**src/hw/rtl/bdotmc_pkg.sv**
```systemverilog
// Shared types and constants for the b-dot magnetorquer command block.
// Used by every module under hw/rtl; depends on nothing else.
package bdotmc_pkg;

  localparam int NUM_AXES   = 3;
  localparam int MAG_W      = 16;  // magnetometer sample and dipole width
  localparam int DT_W       = 16;  // elapsed time width
  localparam int GAIN_W     = 24;
  localparam int LIMIT_W    = 15;
  localparam int NEEDLE_W   = 32;
  localparam int CFG_IDX_W  = 3;
  localparam int CFG_DATA_W = 32;

  localparam logic [GAIN_W-1:0]  GAIN_RESET  = 24'd67200;
  localparam logic [LIMIT_W-1:0] LIMIT_RESET = 15'h7FFF;

  // Configuration register indexes.
  localparam logic [CFG_IDX_W-1:0] REG_GAIN     = 3'd0;
  localparam logic [CFG_IDX_W-1:0] REG_LIMIT    = 3'd1;
  localparam logic [CFG_IDX_W-1:0] REG_NEEDLE_X = 3'd2;
  localparam logic [CFG_IDX_W-1:0] REG_NEEDLE_Y = 3'd3;
  localparam logic [CFG_IDX_W-1:0] REG_NEEDLE_Z = 3'd4;

  typedef enum logic [1:0] {
    ST_IDLE,
    ST_DIV,
    ST_MUL,
    ST_HOLD
  } top_st_t;

  typedef enum logic [1:0] {
    MS_IDLE,
    MS_ABS,
    MS_RUN,
    MS_CLAMP
  } mul_st_t;

  // Per-axis result handed from a multiplier lane to the output stage.
  typedef struct packed {
    logic               neg;   // dipole is positive when the error is negative
    logic               over;  // magnitude was clamped
    logic [LIMIT_W-1:0] mag;
  } axis_res_t;

endpackage

```
**src/hw/rtl/bdot_magnetorquer_command.sv**
```systemverilog
// Top level of the b-dot magnetorquer command block: registers, sequencer, output stage.
// Depends on bdotmc_pkg, bdotmc_div and bdotmc_mul.
//
// The block turns one three-axis magnetometer sample plus the elapsed time in
// milliseconds into a clamped dipole command per axis and a capped flag.
// Input requests arrive on in_valid/in_ready, results leave on out_valid/out_ready,
// and the gain, the dipole limit and the needle vector are written through the
// cfg_valid/cfg_ready port (cfg_index selects the register, cfg_data carries it).
// Configuration is always ready and should only be written while the block is idle.
// The three axes run side by side: each has a bit-serial divider that produces one
// quotient bit per cycle (16 + FRAC_BITS bits) and a multiplier that takes one gain
// bit per cycle (24 bits). The block accepts one request at a time; a new one is
// taken only after the previous result has moved to the output register.
// A finished result sits in the output register, so the next request is accepted
// while the receiver stalls; a second result then waits in the lanes until the
// output register frees up. Reset clears the handshakes, restores the register
// reset values and zeroes the stored previous sample.
module bdot_magnetorquer_command
  import bdotmc_pkg::*;
#(
  parameter int FRAC_BITS = 16
) (
  input  logic                   clk,
  input  logic                   rst,
  input  logic                   in_valid,
  output logic                   in_ready,
  input  logic signed [MAG_W-1:0] mag_x,
  input  logic signed [MAG_W-1:0] mag_y,
  input  logic signed [MAG_W-1:0] mag_z,
  input  logic [DT_W-1:0]        elapsed_ms,
  output logic                   out_valid,
  input  logic                   out_ready,
  output logic signed [MAG_W-1:0] dipole_x,
  output logic signed [MAG_W-1:0] dipole_y,
  output logic signed [MAG_W-1:0] dipole_z,
  output logic                   capped,
  input  logic                   cfg_valid,
  output logic                   cfg_ready,
  input  logic [CFG_IDX_W-1:0]   cfg_index,
  input  logic [CFG_DATA_W-1:0]  cfg_data
);

  localparam int QW = MAG_W + FRAC_BITS;

  top_st_t state, state_next;

  logic [GAIN_W-1:0]   gain;
  logic [LIMIT_W-1:0]  dipole_limit;
  logic [NEEDLE_W-1:0] needle [NUM_AXES];
  logic [MAG_W-1:0]    prev   [NUM_AXES];
  logic [MAG_W-1:0]    mag_in [NUM_AXES];
  logic [MAG_W-1:0]    cmd    [NUM_AXES];
  logic                dneg   [NUM_AXES];
  logic [NUM_AXES-1:0] div_done;
  logic [NUM_AXES-1:0] mul_done;
  axis_res_t           res    [NUM_AXES];

  logic accept;
  logic load_out;

  assign mag_in[0] = mag_x;
  assign mag_in[1] = mag_y;
  assign mag_in[2] = mag_z;
  assign accept    = in_valid && in_ready;
  assign cfg_ready = 1'b1;

  // Configuration registers.
  always_ff @(posedge clk) begin
    if (rst) begin
      gain         <= GAIN_RESET;
      dipole_limit <= LIMIT_RESET;
      needle[0]    <= '0;
      needle[1]    <= '0;
      needle[2]    <= '0;
    end else if (cfg_valid && cfg_ready) begin
      unique case (cfg_index)
        REG_GAIN:     gain         <= cfg_data[GAIN_W-1:0];
        REG_LIMIT:    dipole_limit <= cfg_data[LIMIT_W-1:0];
        REG_NEEDLE_X: needle[0]    <= cfg_data[NEEDLE_W-1:0];
        REG_NEEDLE_Y: needle[1]    <= cfg_data[NEEDLE_W-1:0];
        REG_NEEDLE_Z: needle[2]    <= cfg_data[NEEDLE_W-1:0];
        default: begin
        end
      endcase
    end
  end

  // One lane per axis. The field difference is formed at acceptance, its magnitude
  // goes to the divider and its sign is kept for the error stage.
  for (genvar i = 0; i < NUM_AXES; i++) begin : g_axis
    logic [MAG_W:0] diff;
    logic [MAG_W:0] diff_abs;
    logic [QW-1:0]  quo;

    always_comb begin
      diff     = {mag_in[i][MAG_W-1], mag_in[i]} - {prev[i][MAG_W-1], prev[i]};
      diff_abs = diff[MAG_W] ? (~diff + 1'b1) : diff;
    end

    always_ff @(posedge clk) begin
      if (rst) begin
        prev[i] <= '0;
      end else if (accept) begin
        prev[i] <= mag_in[i];
      end
    end

    always_ff @(posedge clk) begin
      if (accept) begin
        dneg[i] <= diff[MAG_W];
      end
    end

    bdotmc_div #(
      .FRAC_BITS(FRAC_BITS)
    ) u_div (
      .clk  (clk),
      .rst  (rst),
      .start(accept),
      .dm   (diff_abs[MAG_W-1:0]),
      .dt   (elapsed_ms),
      .done (div_done[i]),
      .q    (quo)
    );

    bdotmc_mul #(
      .FRAC_BITS(FRAC_BITS)
    ) u_mul (
      .clk   (clk),
      .rst   (rst),
      .start (div_done[i]),
      .q     (quo),
      .q_neg (dneg[i]),
      .needle(needle[i]),
      .gain  (gain),
      .limit (dipole_limit),
      .done  (mul_done[i]),
      .res   (res[i])
    );

    // The dipole opposes the error, so a negative error gives a positive command.
    assign cmd[i] = res[i].neg ? {1'b0, res[i].mag} : (~{1'b0, res[i].mag} + 1'b1);
  end

  // Sequencer: all lanes run in lockstep, so the whole item advances together.
  always_ff @(posedge clk) begin
    if (rst) begin
      state <= ST_IDLE;
    end else begin
      state <= state_next;
    end
  end

  always_comb begin
    state_next = state;
    in_ready   = 1'b0;
    load_out   = 1'b0;
    unique case (state)
      ST_IDLE: begin
        in_ready = 1'b1;
        if (in_valid) state_next = ST_DIV;
      end
      ST_DIV: begin
        if (&div_done) state_next = ST_MUL;
      end
      ST_MUL: begin
        if (&mul_done) state_next = ST_HOLD;
      end
      ST_HOLD: begin
        // Wait here while the previous result is still stalled at the output.
        if (!out_valid || out_ready) begin
          load_out   = 1'b1;
          state_next = ST_IDLE;
        end
      end
      default: state_next = ST_IDLE;
    endcase
  end

  // Output register.
  always_ff @(posedge clk) begin
    if (rst) begin
      out_valid <= 1'b0;
    end else if (load_out) begin
      out_valid <= 1'b1;
    end else if (out_ready) begin
      out_valid <= 1'b0;
    end
  end

  always_ff @(posedge clk) begin
    if (load_out) begin
      dipole_x <= cmd[0];
      dipole_y <= cmd[1];
      dipole_z <= cmd[2];
      capped   <= res[0].over || res[1].over || res[2].over;
    end
  end

endmodule

```
**src/hw/rtl/bdotmc_div.sv**
```systemverilog
// Bit-serial restoring divider: (dm << FRAC_BITS) / dt, one quotient bit a cycle.
// Depends on bdotmc_pkg.
module bdotmc_div
  import bdotmc_pkg::*;
#(
  parameter int FRAC_BITS = 16,
  localparam int QW = MAG_W + FRAC_BITS
) (
  input  logic             clk,
  input  logic             rst,
  input  logic             start,
  input  logic [MAG_W-1:0] dm,
  input  logic [DT_W-1:0]  dt,
  output logic             done,
  output logic [QW-1:0]    q
);

  localparam int CW = $clog2(QW);
  localparam logic [CW-1:0] LAST = CW'(QW - 1);

  logic            busy;
  logic [CW-1:0]   cnt;
  logic [DT_W-1:0] rem;
  logic [DT_W-1:0] dvs;
  logic [QW-1:0]   work;
  logic            dt_zero;

  logic [DT_W:0]   trial;
  logic [DT_W:0]   trial_sub;
  logic            ge;
  logic [DT_W-1:0] rem_next;

  // The partial remainder stays below a nonzero divisor, so one extra bit suffices.
  always_comb begin
    trial     = {rem, work[QW-1]};
    trial_sub = trial - {1'b0, dvs};
    ge        = (trial >= {1'b0, dvs});
    rem_next  = ge ? trial_sub[DT_W-1:0] : trial[DT_W-1:0];
  end

  always_ff @(posedge clk) begin
    if (rst) begin
      busy <= 1'b0;
      done <= 1'b0;
      cnt  <= '0;
    end else begin
      done <= 1'b0;
      if (start) begin
        busy <= 1'b1;
        cnt  <= '0;
      end else if (busy) begin
        cnt <= cnt + 1'b1;
        if (cnt == LAST) begin
          busy <= 1'b0;
          done <= 1'b1;
        end
      end
    end
  end

  // Dividend bits shift out at the top while quotient bits shift in at the bottom.
  always_ff @(posedge clk) begin
    if (start) begin
      work    <= {dm, {FRAC_BITS{1'b0}}};
      rem     <= '0;
      dvs     <= dt;
      dt_zero <= (dt == '0);
    end else if (busy) begin
      rem  <= rem_next;
      work <= {work[QW-2:0], ge};
    end
  end

  // A zero elapsed time means a zero derivative.
  assign q = dt_zero ? '0 : work;

endmodule

```
**src/hw/rtl/bdotmc_mul.sv**
```systemverilog
// Error formation, gain-serial shift-add multiplier and clamp for one axis.
// Depends on bdotmc_pkg.
module bdotmc_mul
  import bdotmc_pkg::*;
#(
  parameter int FRAC_BITS = 16,
  localparam int QW = MAG_W + FRAC_BITS
) (
  input  logic                clk,
  input  logic                rst,
  input  logic                start,
  input  logic [QW-1:0]       q,
  input  logic                q_neg,
  input  logic [NEEDLE_W-1:0] needle,
  input  logic [GAIN_W-1:0]   gain,
  input  logic [LIMIT_W-1:0]  limit,
  output logic                done,
  output axis_res_t           res
);

  localparam int DW = (MAG_W + 1 + FRAC_BITS > NEEDLE_W) ? MAG_W + 1 + FRAC_BITS : NEEDLE_W;
  localparam int EW = DW + 1;
  localparam int PW = EW + GAIN_W;
  localparam int GCW = $clog2(GAIN_W);
  localparam logic [GCW-1:0] GLAST = GCW'(GAIN_W - 1);

  mul_st_t state, state_next;

  logic [GCW-1:0]    cnt;
  logic [EW-1:0]     s;
  logic              qn;
  logic [EW-1:0]     em;
  logic              neg_err;
  logic [EW-1:0]     acc;
  logic [GAIN_W-1:0] low;
  logic [GAIN_W-1:0] g;

  logic [EW-1:0]     q_ext;
  logic [EW-1:0]     needle_ext;
  logic [EW:0]       sum;
  logic [PW-1:0]     product;
  logic              hi_any;
  logic [LIMIT_W-1:0] mid;
  logic              over;

  always_comb begin
    q_ext      = {{(EW - QW){1'b0}}, q};
    needle_ext = {{(EW - NEEDLE_W){needle[NEEDLE_W-1]}}, needle};
    sum        = {1'b0, acc} + (g[0] ? {1'b0, em} : '0);
    product    = {acc, low};
    hi_any     = |product[PW-1:FRAC_BITS+LIMIT_W];
    mid        = product[FRAC_BITS+LIMIT_W-1:FRAC_BITS];
    over       = hi_any || (mid > limit);
  end

  always_ff @(posedge clk) begin
    if (rst) begin
      state <= MS_IDLE;
      done  <= 1'b0;
    end else begin
      state <= state_next;
      done  <= (state == MS_CLAMP);
    end
  end

  always_comb begin
    state_next = state;
    unique case (state)
      MS_IDLE:  if (start) state_next = MS_ABS;
      MS_ABS:   state_next = MS_RUN;
      MS_RUN:   if (cnt == GLAST) state_next = MS_CLAMP;
      MS_CLAMP: state_next = MS_IDLE;
      default:  state_next = MS_IDLE;
    endcase
  end

  always_ff @(posedge clk) begin
    unique case (state)
      MS_IDLE: begin
        // For a negative derivative, err = -(q + needle); the sign is folded in later.
        if (start) begin
          s  <= q_neg ? (q_ext + needle_ext) : (q_ext - needle_ext);
          qn <= q_neg;
        end
      end
      MS_ABS: begin
        em      <= s[EW-1] ? (~s + 1'b1) : s;
        neg_err <= (s != '0) && (s[EW-1] ^ qn);
        acc     <= '0;
        g       <= gain;
        cnt     <= '0;
      end
      MS_RUN: begin
        acc <= sum[EW:1];
        low <= {sum[0], low[GAIN_W-1:1]};
        g   <= g >> 1;
        cnt <= cnt + 1'b1;
      end
      MS_CLAMP: begin
        res.neg  <= neg_err;
        res.over <= over;
        res.mag  <= over ? limit : mid;
      end
      default: begin
      end
    endcase
  end

endmodule

```
**config.mk**
```make
export PLATFORM = sky130hd
export DESIGN_NAME = bdot_magnetorquer_command
export DESIGN_NICKNAME = d
export VERILOG_FILES = /design/src/hw/rtl/bdotmc_pkg.sv /design/src/hw/rtl/bdot_magnetorquer_command.sv /design/src/hw/rtl/bdotmc_div.sv /design/src/hw/rtl/bdotmc_mul.sv
export SDC_FILE = /design/constraint.sdc
export NUM_CORES = 2
export LEC_CHECK = 0
export ABC_CLOCK_PERIOD_IN_PS = 11800
export BUFFER_PORTS_ARGS = -buffer_cell sky130_fd_sc_hd__buf_2
export CAP_MARGIN = 20
export CORE_MARGIN = 2
export CORE_UTILIZATION = 45
export CTS_CLUSTER_DIAMETER = 60
export DETAILED_ROUTE_END_ITERATION = 10
export GPL_TIMING_DRIVEN = 1
export HOLD_SLACK_MARGIN = 0.03
export PLACE_DENSITY = 0.71
export SYNTH_ARGS = -nofsm -noshare
export SYNTH_HDL_FRONTEND = slang
export SYNTH_SLANG_ARGS = --single-unit
```
**constraint.sdc**
```tcl
create_clock -name clk -period 11.8 [get_ports clk]
set_input_delay 2.36 -clock clk [delete_from_list [all_inputs] [get_ports clk]]
set_output_delay 2.36 -clock clk [all_outputs]
set_load 0.01 [all_outputs]
```
## After elaboration in Yosys (flattened, before gate mapping)

Memories as Yosys holds them, arrays and structs flattened.
Index checks and enable logic that the tools add are counted.

- Register bits: 804
- RAM bits: 147
- Input port bits: 104
- Output and inout bits: 52
- Logic and storage cells: 304
- Memories: 3

Memories:

| name | words | bits a word | rd ports | clocked after memory_dff | wr ports | line | text |
|---|---|---|---|---|---|---|---|
| needle | 3 | 32 | 3 | 0 | 3 | bdot_magnetorquer_command.sv:49 | `logic [NEEDLE_W-1:0] needle [NUM_AXES];` |
| prev | 3 | 16 | 3 | 0 | 3 | bdot_magnetorquer_command.sv:50 | `logic [MAG_W-1:0] prev [NUM_AXES];` |
| dneg | 3 | 1 | 3 | 0 | 3 | bdot_magnetorquer_command.sv:53 | `logic dneg [NUM_AXES];` |

- $add $sub $neg: 30
- $lt $le $gt $ge: 6
- Equal/unequal tests: 32
- Multiplexer cells: 94
- Bitwise gates (word level): 21
- Reductions and logical operators: 45

Operator list:

| cell | count |
|---|---|
| two-way mux 32 bit | 12 |
| two-way mux 34 bit | 6 |
| case mux 34 bit (2 select lines) | 3 |
| two-way mux 16 bit | 9 |
| case mux 24 bit (2 select lines) | 3 |
| adder 34 x 35 -> 35 bit | 3 |
| adder 33 x 32 -> 34 bit | 3 |
| adder 34 x 1 -> 34 bit, second input constant | 3 |
| NOT 34 bit | 3 |
| nonzero test 34 bit | 3 |
| subtractor 33 x 32 -> 34 bit | 3 |
| two-way mux 33 bit | 3 |
| adder 16 x 1 -> 16 bit, second input constant | 6 |
| two-way mux 15 bit | 6 |
| OR reduction 27 bit | 3 |
| >= comparator 17 x 16 -> 1 bit | 3 |
| subtractor 16 x 16 -> 17 bit | 3 |
| NOT 15 -> 16 bit | 3 |
| NOT 16 bit | 3 |
| subtractor 16 bit | 3 |
| > comparator 15 bit | 3 |
| two-way mux 1 bit | 35 |
| case mux 2 bit (4 select lines) | 4 |
| adder 5 x 1 -> 5 bit, second input constant | 6 |
| 25 further kinds | 96 |

## Longest topological paths before layout

- Depth in word-level cells: 7
- Gate-level depth with buffers: 20
- Gate-level depth less buffers: 19

## By module

From an unflattened synthesis, not the netlist that was laid out.

- Cell total of the unflattened synthesis: 5692
- Area total of the unflattened synthesis: 58363.5 µm²

Modules (own cells, without submodules):

| module | times used | cells an instance | area an instance (µm²) | sequential area each (µm²) |
|---|---|---|---|---|
| bdotmc_mul at g_axis[0].u_mul ... | 2 | 1120 | 11363.4 | 4804.6 |
| bdot_magnetorquer_command | 1 | 1164 | 12657.1 | 6726.5 |
| bdotmc_mul at g_axis[2].u_mul | 1 | 1063 | 11123.2 | 4804.6 |
| bdotmc_div at g_axis[0].u_div ... | 2 | 417 | 4018.9 | 1771.7 |
| bdotmc_div at g_axis[2].u_div | 1 | 391 | 3818.7 | 1771.7 |

## Worst setup path after synthesis

OpenSTA, ideal clock, no wires.

- Path kind: input port to flip-flop
- From: input port mag_z[0]
- To: register g_axis[2].u_div.work[31], data pin
- Setup time: 0.145 ns
- Arrival: 5.460 ns
- Data required time: 11.655 ns
- Setup slack: 6.195 ns
- Stages: 14
- Path buffers: 0
- Path through: inv_1 > ha_1 > inv_1 > fa_1 > a211oi_1 > o21ai_0 > a31o_2 > a21oi_1 > xnor2_1 > or4b_1 > or3_1 > o31ai_2 > xnor3_1 > o21ai_1

- Word-level cells in the longest chain between the ends: 5

Ends and longest elaborated chain:

| element | line | text |
|---|---|---|
| from (decl) | bdot_magnetorquer_command.sv:29 | `input logic signed [MAG_W-1:0] mag_z,` |
| subtractor 16 x 16 -> 17 bit (*) | bdot_magnetorquer_command.sv:96 | `diff = {mag_in[i][MAG_W-1], mag_in[i]} - {prev[i][MAG_W-1], prev[i]};` |
| NOT 16 bit | bdot_magnetorquer_command.sv:97 | `diff_abs = diff[MAG_W] ? (~diff + 1'b1) : diff;` |
| adder 16 x 1 -> 16 bit | bdot_magnetorquer_command.sv:97 |  |
| two-way mux 16 bit (*) | bdot_magnetorquer_command.sv:97 |  |
| two-way mux 32 bit (*) | bdotmc_div.sv:63 | `if (start) begin` |
| to (signal assigned) | bdotmc_div.sv:64 | `work <= {dm, {FRAC_BITS{1'b0}}};` |
| to (signal assigned) | bdotmc_div.sv:70 | `work <= {work[QW-2:0], ge};` |
| to (decl) | bdotmc_div.sv:25 | `logic [QW-1:0] work;` |

Every way passes the cells marked *; elsewhere a longest branch is shown, timed or not.
A chain may end at the register's enable or synchronous reset.

==> reports/results.tsv <==
stage	metric	value	unit
status	outcome	complete, no violations	
timing	slew_viol_final	0	
min_path	hold_path.startpoint	g_axis[0].u_div.rem[15]	
placed_design	dp.cells	6920	
finish	num-fill-cells	10800	
job	cap_violations	0	
finish	drive_gt1_frac	0.0980	
timing	finClkSkew	0.0279	ns
placed_design	placed_area	0.0571	mm2
global_routing	grt_max_degree	94	
timing	slew_headroom	0.267	
power	combPwrFrac	0.369	
global_routing	grt_pass1_vias	37100	
timing	fin_ws	6.01	ns
power	switching_share	0.358	
clock_tree	insertion_delay	0.69	ns
power	power_density	203	mW/mm2
placed_design	pre_cts_ws	5.57	ns
logic_synthesis	netlist-cell-type-count	83	
finish	area_growth	11.4	%
worst_setup_path	crit_fanout	5	
power	seq_power_share	0.357	
timing	rsz0062_at_grt	false	
floorplanning	fp-row-count	127	
power	p_total	12.4	mW
timing	tightestPinTransition	1.10	ns
routing	drt_wl_total	127	mm
power	internal-power	7.94	mW
placed_design	dp_hpwl	93.8	mm
timing	setup_tns	0	ns
routing	drc	0	
global_routing	grt_pass1_wl	200	mm
placed_design	gp_congestion	0.916	
floorplanning	core	0.120	mm2
worst_setup_path	start_kind	flip-flop	
worst_setup_path	r2r-start	needle[0][3]	
worst_setup_path	path_class	flip-flop to flip-flop	
clock_tree	cts.repair_timing.setup_buffer_count	0	
clock_tree	clk_pin_slew	0.06	ns
logic_synthesis	synthArstFlopShare	0	
logic_synthesis	synth-seq-cells	903	
power	ir_worst_vdd	0.147	mV
clock_tree	cts_tree	built	
floorplanning	die-area	0.124	mm2
finish	layout.nets	5915	
worst_setup_path	ff2ff_path_depth	18	
worst_setup_path	ff2ff_setup_slack	6.01	ns
floorplanning	ios	156	
routing	drt-initial-drc-count	2943	
clock_tree	clockRootBuffer	clkbuf_16	
timing	period_minus_slack	5.79	ns
worst_setup_path	r2r_end	g_axis[0].u_mul.s[33]	
floorplanning	die_x	352	um
timing	hold_viol	0	
clock_tree	cts_buffers	107	
logic_synthesis	synthesis.nets	5787	
routing	wl_per_cell	17.8	um
routing	antenna_left	0	
timing	max_freq	173	MHz
min_path	min-delay-path-class	flip-flop to flip-flop	
worst_setup_path	arrival	6.32	ns
logic_synthesis	yosys-top-cells-area	edfxtp_1 (40%), ha_1 (8.7%), dfxtp_1 (6.2%)	
clock_tree	clockBufferDepth	3	
logic_synthesis	synth_edf_count	735	
power	power_leakage	24.0	nW
logic_synthesis	synth_ff_type	edfxtp_1	
clock_tree	holdBufCountCts	0	
power	switchingPower	4.42	mW
worst_setup_path	end_kind	flip-flop	
timing	fin_crit_sh	0.491	
global_routing	antenna_found_initial	6	
routing	first_pass_iters	6	
clock_tree	cts_sinks	903	
floorplanning	initial_core_util	0.454	
clock_tree	cts-resized-gates	0	
floorplanning	die_h	352	um
min_path	min_delay_path_depth	2	
power	clock_power_share	0.274	
worst_setup_path	required	12.33	ns
clock_tree	h-tree-depth	3	
finish	stdcell_count	7128	
min_path	whs_endpoint	g_axis[0].u_div.rem[15]	
global_routing	grt_usage	0.198	
logic_synthesis	synth_top_cell_area_share	0.404	
timing	finalSetupViolations	0	
placed_design	port-buffer-count	154	
logic_synthesis	synthCells	5292	
logic_synthesis	yosysSeqAreaShare	0.466	
finish	stdcell_area	0.0608	mm2
logic_synthesis	yosys_warnings	0	
routing	vias	39300	
global_routing	overflow	0	
logic_synthesis	syn_area_per_cell	10.3	um2
routing	vias_per_cell	5.52	
logic_synthesis	yosysTopAreaCell	edfxtp_1	
logic_synthesis	syn_area	0.0546	mm2
cells in the mapped netlist (all sizes together) (43+ instances only):
cell / count
edfxtp: 735
nor2: 470
ha: 379
a21oi: 345
nand2: 288
xnor2: 280
inv: 249
o21ai: 240
and2: 228
xor2: 212
dfxtp: 168
clkbuf: 164
nor2b: 154
nand3: 147
a21o: 133
nor3: 117
mux2: 102
mux2i: 79
a31oi: 65
nor4: 64
o21a: 58
o31ai: 43
logic make-up (layout without fill, tap and decap cells):
group | count (synthesis) | count (layout) | synth area share
fa+ha+maj | 391 | 391 | 0.0913
simple gates | 1734 | 1734 | 0.161
flops | 903 | 903 | 0.466
compound gates | 1166 | 1166 | 0.137
other cells | 1 | 4 | 0.0000687
xor+xnor | 493 | 493 | 0.0793
mux | 181 | 181 | 0.0355
buf+inv | 423 | 644 | 0.0292
state kept, by name, summed over array words and instances, names as in the netlist, 24 cells and up:
signal	count
g_axis.u_mul.res	51
prev	48
g_axis.u_mul.s	102
g_axis.u_div.rem	48
needle	96
g_axis.u_mul.acc	102
g_axis.u_mul.em	102
g_axis.u_mul.g	72
g_axis.u_div.work	96
gain	24
g_axis.u_mul.low	24
critical path, stage by stage, from the launching register on:
cell      delay, ns
edfxtp_1       0.41
or3_1          0.44
nor4_1         0.46
nand2_1        0.19
nor4_1         0.42
and2_1         0.25
nor3b_1        0.55
nor2_1         0.11
xnor2_1        0.22
ha_1           0.31
and4_1         0.23
a221oi_1       0.28
o21ba_2        0.17
o31ai_1        0.12
o311ai_0       0.50
o22ai_1        0.27
a31o_2         0.31
a21oi_1        0.18
mux2i_1        0.21
per-layer routing:
metal / part of all wire / GRT usage
met1: 0.46 / 0.280
met2: 0.45 / 0.313
met3: 0.062 / 0.0265
met4: 0.029 / 0.0677
met5: 0.000055 / 0
cells in the final DEF (no fill, tap or decap), types with 79 or more instances in the layout:
| master | n |
|---|---|
| nand2_1 | 287 |
| buf_2 | 154 |
| nor2_1 | 468 |
| inv_1 | 244 |
| xor2_1 | 212 |
| nor3_1 | 117 |
| mux2i_1 | 79 |
| xnor2_1 | 280 |
| a21oi_1 | 344 |
| mux2_2 | 102 |
| dfxtp_1 | 165 |
| and2_1 | 228 |
| edfxtp_1 | 735 |
| nand3_1 | 147 |
| a21o_1 | 133 |
| o21ai_0 | 238 |
| clkbuf_16 | 109 |
| ha_1 | 373 |
| nor2b_1 | 153 |
worst max path at each step:
| stage | from | endpoint | slack [ns] | cells past startpoint |
|---|---|---|---|---|
| after CTS | needle[0][3] | g_axis[0].u_mul.s[33] | 6.15 | 18 |
| after global routing | needle[0][3] | g_axis[0].u_mul.s[33] | 5.61 | 18 |
| after detailed placement | mag_z[0] | g_axis[2].u_div.work[31] | 5.57 | 15 |
| after floorplan | mag_z[0] | g_axis[2].u_div.work[31] | 6.20 | 14 |
| final | needle[0][3] | g_axis[0].u_mul.s[33] | 6.01 | 18 |
| after global placement | mag_z[0] | g_axis[2].u_div.work[31] | 5.56 | 15 |
layout make-up:
class,count,area [um2],area share
clock inverter,81,843,0.0139
tap,1612,2020,0.0332
sequential,903,25400,0.418
inverter,250,938,0.0154
multi-input combinational,3966,27600,0.455
clock buffer,121,2810,0.0463
antenna,3,7.51,0.000123
timing repair buffer,192,1100,0.0180
power groups by stage:
| stage | sequential (mW) | combinational, mW | clock [mW] |
|---|---|---|---|
| 3_5_place_dp | 4.47 | 4.50 | 0 |
| 2_1_floorplan | 4.36 | 3.54 | 0 |
| 4_1_cts | 4.41 | 4.53 | 3.45 |
| 3_3_place_gp | 4.46 | 4.41 | 0 |
| 5_1_grt | 4.46 | 5.10 | 3.58 |
| 6_report | 4.41 | 4.56 | 3.39 |
through the flow:
stage                util  hold WS [ns]
floorplan               -         0.400
global placement    0.475         0.451
detailed placement  0.475         0.464
CTS                 0.506         0.478
global route        0.506         0.496
finish              0.506         0.475
Note: power is estimated with default switching activity, not from simulation.
